$ cat config.mk
export PLATFORM = sky130hd
export DESIGN_NAME = rbfk_ctrl
export DESIGN_NICKNAME = d
export VERILOG_FILES = /design/src/design/rbfk_pkg.sv /design/src/design/rbfk_ctrl.sv
export VERILOG_INCLUDE_DIRS = /design/src /design/src/design
export SDC_FILE = /design/constraint.sdc
export NUM_CORES = 1
export LEC_CHECK = 0
export BUFFER_PORTS_ARGS = -buffer_cell sky130_fd_sc_hd__buf_4
export CAP_MARGIN = 20
export CORE_ASPECT_RATIO = 1.75
export CORE_UTILIZATION = 55
export DETAILED_ROUTE_END_ITERATION = 10
export PLACE_DENSITY_LB_ADDON = 0.05
export SYNTH_ARGS = -nofsm -noshare
export SYNTH_HDL_FRONTEND = slang
export SYNTH_SLANG_ARGS = --single-unit
$ cat constraint.sdc
create_clock -name clk -period 7 [get_ports clk]
set_input_delay 0.7 -clock clk [delete_from_list [all_inputs] [get_ports clk]]
set_output_delay 0.7 -clock clk [all_outputs]
set_load 0.02 [all_outputs]
$ cat src/design/rbf_kernel_inference_assert.svh
// ---------------------------------------------------------------------------
// rbf kernel inference assertion macros
// shared property forms for the rbf kernel inference block
// ---------------------------------------------------------------------------
`ifndef RBF_KERNEL_INFERENCE_ASSERT_SVH
`define RBF_KERNEL_INFERENCE_ASSERT_SVH

// same-cycle implication
`define RBFK_ASSERT_IMP(lbl, ck, rn, ante, cons, msg) \
    lbl: assert property (@(posedge ck) disable iff (!rn) (ante) |-> (cons)) \
        else $error(msg);

// next-cycle implication
`define RBFK_ASSERT_NXT(lbl, ck, rn, ante, cons, msg) \
    lbl: assert property (@(posedge ck) disable iff (!rn) (ante) |=> (cons)) \
        else $error(msg);

`endif

$ cat src/design/rbfk_pkg.sv
// ---------------------------------------------------------------------------
// rbfk_pkg
// shared constants, commands and control types of the rbf kernel block
// ---------------------------------------------------------------------------
`timescale 1ns / 1ps

package rbfk_pkg;

    localparam int DEF_MAX_CENTERS     = 64;
    localparam int DEF_MAX_DIM         = 16;
    localparam int DEF_EXP_TABLE_DEPTH = 1024;

    localparam int COORD_W   = 16;
    localparam int WEIGHT_W  = 32;
    localparam int SCORE_W   = 40;
    localparam int GAMMA_W   = 16;
    localparam int NC_W      = 7;
    localparam int DIM_W     = 5;
    localparam int CFG_IDX_W = 2;
    localparam int CFG_DAT_W = 16;
    localparam int K_W       = 17;

    // exp(-1/64) in q0.32
    localparam logic [31:0] EXP_STEP_Q32 = 32'd4228380000;

    // issue to accumulator update
    localparam int PIPE_LAT = 6;

    localparam logic [1:0] CMD_CENTER = 2'd0;
    localparam logic [1:0] CMD_WEIGHT = 2'd1;
    localparam logic [1:0] CMD_QUERY  = 2'd2;

    localparam logic [CFG_IDX_W-1:0] REG_GAMMA       = 2'd0;
    localparam logic [CFG_IDX_W-1:0] REG_NUM_CENTERS = 2'd1;
    localparam logic [CFG_IDX_W-1:0] REG_DIMENSION   = 2'd2;

    localparam logic [GAMMA_W-1:0] GAMMA_RST = 16'd256;
    localparam logic [NC_W-1:0]    NC_RST    = 7'd1;
    localparam logic [DIM_W-1:0]   DIM_RST   = 5'd1;

    typedef enum logic [2:0] {
        ST_INIT,
        ST_IDLE,
        ST_ISSUE,
        ST_DRAIN,
        ST_DONE
    } rbfk_state_t;

    typedef struct packed {
        logic load;
        logic acc_clear;
        logic issue;
        logic first_coord;
        logic last_coord;
        logic zero_dist;
        logic tab_we;
    } rbfk_ctl_t;

    typedef struct packed {
        logic [NC_W-1:0]  num_centers;
        logic [DIM_W-1:0] dimension;
    } rbfk_stat_t;

endpackage

$ cat src/design/rbfk_ctrl.sv
// ---------------------------------------------------------------------------
// rbfk_ctrl
// sequencer: table fill, item load, center and coordinate walk, result strobe
// ---------------------------------------------------------------------------
`timescale 1ns / 1ps
`include "rbf_kernel_inference_assert.svh"

module rbfk_ctrl
    import rbfk_pkg::*;
#(
    parameter int MAX_CENTERS     = DEF_MAX_CENTERS,
    parameter int MAX_DIM         = DEF_MAX_DIM,
    parameter int EXP_TABLE_DEPTH = DEF_EXP_TABLE_DEPTH
)
(
    input  logic                  clk,
    input  logic                  rst_n,
    input  logic                  start,
    input  logic [1:0]            cmd,
    input  logic                  last,
    input  rbfk_stat_t            stat,
    output logic                  busy,
    output logic                  result_valid,
    output rbfk_ctl_t             ctl,
    output logic [(MAX_CENTERS > 1 ? $clog2(MAX_CENTERS) : 1)-1:0] c_idx,
    output logic [(MAX_DIM > 1 ? $clog2(MAX_DIM) : 1)-1:0]         j_idx,
    output logic [$clog2(EXP_TABLE_DEPTH)-1:0]                     tab_addr
);

    localparam int CIW = (MAX_CENTERS > 1) ? $clog2(MAX_CENTERS) : 1;
    localparam int JW  = (MAX_DIM > 1) ? $clog2(MAX_DIM) : 1;
    localparam int TAW = $clog2(EXP_TABLE_DEPTH);
    localparam int NCW = $clog2(MAX_CENTERS + 1);
    localparam int DMW = $clog2(MAX_DIM + 1);

    rbfk_state_t     state_reg, state_next;
    logic [CIW-1:0]  c_reg, c_next;
    logic [JW-1:0]   j_reg, j_next;
    logic [TAW-1:0]  tab_cnt_reg, tab_cnt_next;
    logic [2:0]      drain_reg, drain_next;
    logic [NCW-1:0]  nc_eff;
    logic [DMW-1:0]  dim_eff;

    always_comb
    begin
        if (int'(stat.num_centers) > MAX_CENTERS)
            nc_eff = NCW'(MAX_CENTERS);
        else
            nc_eff = NCW'(stat.num_centers);
        if (int'(stat.dimension) > MAX_DIM)
            dim_eff = DMW'(MAX_DIM);
        else
            dim_eff = DMW'(stat.dimension);
    end

    always_ff @(posedge clk or negedge rst_n)
    begin
        if (!rst_n)
        begin
            state_reg   <= ST_INIT;
            c_reg       <= '0;
            j_reg       <= '0;
            tab_cnt_reg <= '0;
            drain_reg   <= '0;
        end
        else
        begin
            state_reg   <= state_next;
            c_reg       <= c_next;
            j_reg       <= j_next;
            tab_cnt_reg <= tab_cnt_next;
            drain_reg   <= drain_next;
        end
    end

    always_comb
    begin
        state_next   = state_reg;
        c_next       = c_reg;
        j_next       = j_reg;
        tab_cnt_next = tab_cnt_reg;
        drain_next   = drain_reg;
        ctl          = '0;
        result_valid = 1'b0;
        busy         = (state_reg != ST_IDLE);
        unique case (state_reg)
            ST_INIT:
            begin
                ctl.tab_we   = 1'b1;
                tab_cnt_next = tab_cnt_reg + 1'b1;
                if (tab_cnt_reg == TAW'(EXP_TABLE_DEPTH - 1))
                    state_next = ST_IDLE;
            end
            ST_IDLE:
            begin
                if (start)
                begin
                    ctl.load = 1'b1;
                    if (cmd == CMD_QUERY && last)
                    begin
                        ctl.acc_clear = 1'b1;
                        c_next        = '0;
                        j_next        = '0;
                        drain_next    = '0;
                        if (nc_eff == '0)
                            state_next = ST_DRAIN;
                        else
                            state_next = ST_ISSUE;
                    end
                end
            end
            ST_ISSUE:
            begin
                ctl.issue       = 1'b1;
                ctl.first_coord = (j_reg == '0);
                ctl.zero_dist   = (dim_eff == '0);
                ctl.last_coord  = (dim_eff == '0) || (DMW'(j_reg) + DMW'(1) == dim_eff);
                if (ctl.last_coord)
                begin
                    j_next = '0;
                    if (NCW'(c_reg) + NCW'(1) == nc_eff)
                        state_next = ST_DRAIN;
                    else
                        c_next = c_reg + 1'b1;
                end
                else
                    j_next = j_reg + 1'b1;
            end
            ST_DRAIN:
            begin
                drain_next = drain_reg + 1'b1;
                if (drain_reg == 3'(PIPE_LAT - 1))
                    state_next = ST_DONE;
            end
            ST_DONE:
            begin
                result_valid = 1'b1;
                state_next   = ST_IDLE;
            end
            default:
                state_next = ST_IDLE;
        endcase
    end

    assign c_idx    = c_reg;
    assign j_idx    = j_reg;
    assign tab_addr = tab_cnt_reg;

    `RBFK_ASSERT_NXT(a_strobe_one, clk, rst_n, result_valid, !result_valid, "result strobe longer than one cycle")
    `RBFK_ASSERT_NXT(a_query_busy, clk, rst_n, start && !busy && cmd == CMD_QUERY && last, busy, "query end did not start a walk")
    `RBFK_ASSERT_IMP(a_walk_range, clk, rst_n, state_reg == ST_ISSUE, NCW'(c_reg) < nc_eff, "center walk past active count")
    `RBFK_ASSERT_NXT(a_drain_exit, clk, rst_n, state_reg == ST_DRAIN, state_reg == ST_DRAIN || state_reg == ST_DONE, "drain left early")

endmodule

After elaboration in Yosys (flattened, before gate mapping). Index checks and enable logic that the tools add are counted.

Output and inout port bits: 29. Word-level logic and storage cells: 70. Register bits: 26. Bits of input ports: 18.

$lt $le $gt $ge: 2. Eq/ne operators: 17. Add/subtract/negate cells: 6. Mux-type cells: 28. Reduce and logical (&&, ||, !) cells: 12.

Operator list (number): $mux W3 (8); $mux W6 (4); $mux W4 (4); $ne A2 B2 Y1 const B (7); $pmux W3 S4 (1); $pmux W6 S2 (1); $add A10 B1 Y10 const B (1); $eq A10 B10 Y1 const B (1); $pmux W4 S2 (1); $add A6 B1 Y7 const B (1); $eq A7 B7 Y1 (1); $gt A7 B7 Y1 const B (1); $logic_not A7 Y1 (1); $mux W7 (1); $add A6 B1 Y6 const B (1); $eq A3 B2 Y1 const B (2); $eq A3 B3 Y1 const B (2); $pmux W3 S2 (1); $reduce_and A3 Y1 (2); $reduce_and A6 Y1 (1); $add A4 B1 Y5 const B (1); $eq A5 B5 Y1 (1); $gt A5 B5 Y1 const B (1); $logic_not A5 Y1 (1); other kinds (14) (19).

Longest topological paths before layout.
Word-level depth: 7. Depth in mapped cells: 9. Mapped depth without buffers: 8.

Least setup slack after synthesis. Ideal clock, no wire load.

Kind: flip-flop to output port. Start: register j_reg[0] (netlist: j_idx[0]). End: output ctl[2] (netlist name). Buffers on the path: 0. Arrival: 2.259 ns. Path slack: 4.041 ns. Stages on the path, launching flop included: 8. Data required time: 6.300 ns. Cells stage by stage: dfrtp_1 > inv_1 > ha_1 > or4b_1 > o22ai_1 > o21ai_1 > o21ai_1 > and2_1.

RTL lines: start, declared (line rbfk_ctrl.sv:38) `logic [JW-1:0] j_reg, j_next;`; start signal, assigned (line rbfk_ctrl.sv:70) `j_reg <= j_next;`; end, declared (line rbfk_ctrl.sv:24) `output rbfk_ctl_t ctl,`.

==> impl_metrics.yaml <==
status:
  run_status: "finished clean"
cts:
  cts-root-buf: "sky130_fd_sc_hd__clkbuf_8"
  cts_max_level: 1
  post_cts_resize_count: 0
  cts-hold-fix-buffers: 0
  clock_latency_on_the_worst_skew_pair_ps: 270
  tritoncts_num_sinks: 26
  post-cts-setup-buffers: 0
  numCtsBuffers: 3
  clock_tree_from_tritoncts: "built"
  cts.path.max_buffers: 2
  path_clk_slew_ps: 90
timing:
  hold_viol_final: 0
  final.setup.tns_ps: 0
  worst_setup_skew_after_layout_ps: 1.217
  rsz0062_at_grt: "no"
  finalSetupViolations: 0
  timing_max_transition_violations_final: 0
  timing.slew.headroom: 0.4452
  fmaxAchievable_mhz: 296.8
  postLayoutSetupSlackWorst_ps: 3630
  post_route_clock_period_utilization: 0.4814
  max_slew.worst_pin.slew_ps: 824.7
  final_period_minus_worst_setup_slack_ps: 3370
logic_synthesis:
  synth_cell_type_count: 53
  synthTopCellsByCount: "sky130_fd_sc_hd__dfrtp_1 (26), sky130_fd_sc_hd__nor2_1 (18), sky130_fd_sc_hd__o21ai_0 (16)"
  synth-adder-area-share: 0.04135
  ys_seq_elements: 26
  synthTopCellsByArea: "sky130_fd_sc_hd__dfrtp_1 (36%), sky130_fd_sc_hd__xnor2_1 (5.3%), sky130_fd_sc_hd__o21ai_0 (4.4%)"
  syn_area_per_cell_um2: 9.077
  gate_count_post_synth: 200
  synth_top_family_by_area: "simple AND/OR/NAND/NOR gates"
  yosys.area_share.simple: 0.2702
  syn-num-nets: 224
  synth-compound-area-share: 0.1675
  synth_enable_flop_cells: 0
  synth_top_cell_by_area: "sky130_fd_sc_hd__dfrtp_1"
  netlist_area_um2: 1815
  postSynth.asyncResetShare: 1.000
  seq_area_frac_synth: 0.3584
  synth.most_common_cell: "sky130_fd_sc_hd__dfrtp_1"
  synth-warning-count: 0
  multiplexer_area_fraction_after_synthesis: 0.01172
  dominantRegCellSynth: "sky130_fd_sc_hd__dfrtp_1"
  yosys.area.top_type_share: 0.3584
  post_synth_xor_area_fraction: 0.1096
floorplan:
  start_util: 0.5779
  core_region_area_um2: 3142
  floorplan.rows: 27
  chipWidth_um: 45.43
  fp.dieArea_um2: 3544
  top_level_ports: 47
  chip_height_um: 78.01
critical_path:
  cells_along_the_critical_path: "inv_1 -> ha_1 -> or4b_1 -> o22ai_1 -> o21ai_1 -> o21ai_1 -> and2_1 -> buf_4"
  critPathRequiredTime_ps: 6300
  worst-endpoint-arrival_ps: 2670
  critical_path.max_fanout: 7
  end_kind: "output port"
  slowest_delay_ps: 520
  timing.critical_path.to: "ctl[2]"
  worstSetupStartpointType: "register"
  setup.worst_path.class: "register to output port"
  path_common_cell: "sky130_fd_sc_hd__o21ai_1"
  critical_path.reg2reg.startpoint: "j_idx[0]"
  cp_slowest_cell: "sky130_fd_sc_hd__or4b_1"
  reg2reg_setup_slack_ps: 4470
  r2r_worst_path_depth: 8
  r2r_end: "j_idx[2]"
  start_point_of_the_critical_path: "j_idx[0]"
route:
  detailed_routing_iterations_pass_1: 4
  detail_route.wl_per_cell_um: 14.62
  drtIter0Drc: 30
  drt.antenna.violating_nets: 0
  avgViaCountPerCell: 5.857
  route.vias.total: 1681
  drc: 0
  totalWireLength_mm: 4.196
global_routing:
  grt_antenna_before_repair: 0
  first_pass_grt_wire_length_mm: 6.955
  grt_remaining_overflow: 0
  vias_in_the_first_global_route: 1672
  grt_start_max_net_pins: 27
  grt.total_usage: 0.2616
power_and_ir_drop:
  sequentialPowerShare: 0.362
  worst_ir_drop_on_vdd_uv: 282.7
  p_switching_uw: 325.5
  p_leak_uw: 0.001039
  power.share.combinational: 0.519
  power.share.switching: 0.4463
  report.power.total_uw: 729.2
  cell_internal_pwr_uw: 403.7
  p_clk_frac: 0.119
  powerDensity_nw_per_um2: 327.4
cells_and_area:
  finish.net_count: 270
  final_cell_area_um2: 2227
  area_growth_from_synthesis_to_layout_pct: 22.67
  number_of_flip_flops_under_the_largest_register_name: 10
  final_core_utilization: 0.7089
  final.fill_count: 290
  layout-drive-gt1-share: 0.2418
  antenna-diode-count: 0
worst_hold_path:
  worst_hold_path_type: "input port to async pin"
placed_design:
  place_worst_setup_slack_ps: 3944
  port-buffer-count: 46
  hpwlAfterDp_mm: 3.250
  placement.cell_area_um2: 2186
  finalWeightedCongestion: 0.8808
run:
  maxCapViolations: 0
[layout make-up]
class | count | area [µm²] | share of cell area
repair buffers | 46 | 345.3 | 0.1551
clock buffers | 3 | 41.29 | 0.01854
well taps | 43 | 53.80 | 0.02416
flip-flops and latches | 26 | 650.6 | 0.2921
inverters | 11 | 46.29 | 0.02079
multi-input cells | 158 | 1090 | 0.4893
[per-layer routing]
metal | up-vias | share of wire | GRT usage
li1 | 818 | - | -
met5 | - | 0 | 0
met1 | 811 | 0.39 | 0.2922
met2 | 45 | 0.55 | 0.4571
met3 | 7 | 0.040 | 0.03023
met4 | 0 | 0.017 | 0.1303
[power by group through the flow]
| stage | combinational [µW] | sequential, µW | clock, µW |
|---|---|---|---|
| floorplan | 243 | 276 | 0 |
| finish | 378 | 264 | 86.6 |
| global placement | 367 | 261 | 0 |
| global route | 416 | 274 | 92.4 |
| detailed placement | 380 | 265 | 0 |
| CTS | 381 | 263 | 88.2 |
[worst min-delay path by stage]
stage                           start          end  slack (ps)
after floorplan                 rst_n     c_idx[0]         400
after global placement    tab_addr[4]  tab_addr[4]         490
after detailed placement  tab_addr[4]  tab_addr[4]         490
after CTS                       rst_n     j_idx[0]         330
after global routing            rst_n     j_idx[3]         340
final                           rst_n     j_idx[3]         320
[critical path: cells and delay by family (launching register included)]
kind	cells	cell delay, ps
AOI/OAI and AO/OA	3	650
adders and majority gates	1	340
and+or+nand+nor	2	700
DFF	1	470
buffers and inverters	2	230
[kinds of logic after synthesis]
| group | after synthesis |
|---|---|
| buf+inv | 16 |
| mux | 2 |
| flops | 26 |
| xor+xnor | 18 |
| simple gates | 86 |
| fa+ha+maj | 6 |
| compound gates | 46 |
[through the flow]
step           cells  hold slack (ps)
6_report         287            318.3
5_1_grt          287            342.7
4_1_cts          287            329.2
3_5_place_dp     284            487.7
3_3_place_gp     284            487.9
2_1_floorplan    200            404.4
[placed cells by master (no fill, tap or decap), drive strengths merged, types with 3 or more instances in the layout]
cell    count
o31ai       3
nand4       8
nor2b       8
and3        6
nand3       7
nand2      12
dfrtp      26
nor4        4
a21oi       4
o211ai      3
clkbuf      3
and2        3
xor2        4
o22ai       3
nand2b      4
nor2       18
nor3b       5
inv        10
buf        46
xnor3       3
o21ai      18
ha          6
xnor2      11
(Power assumes the default switching activity.)
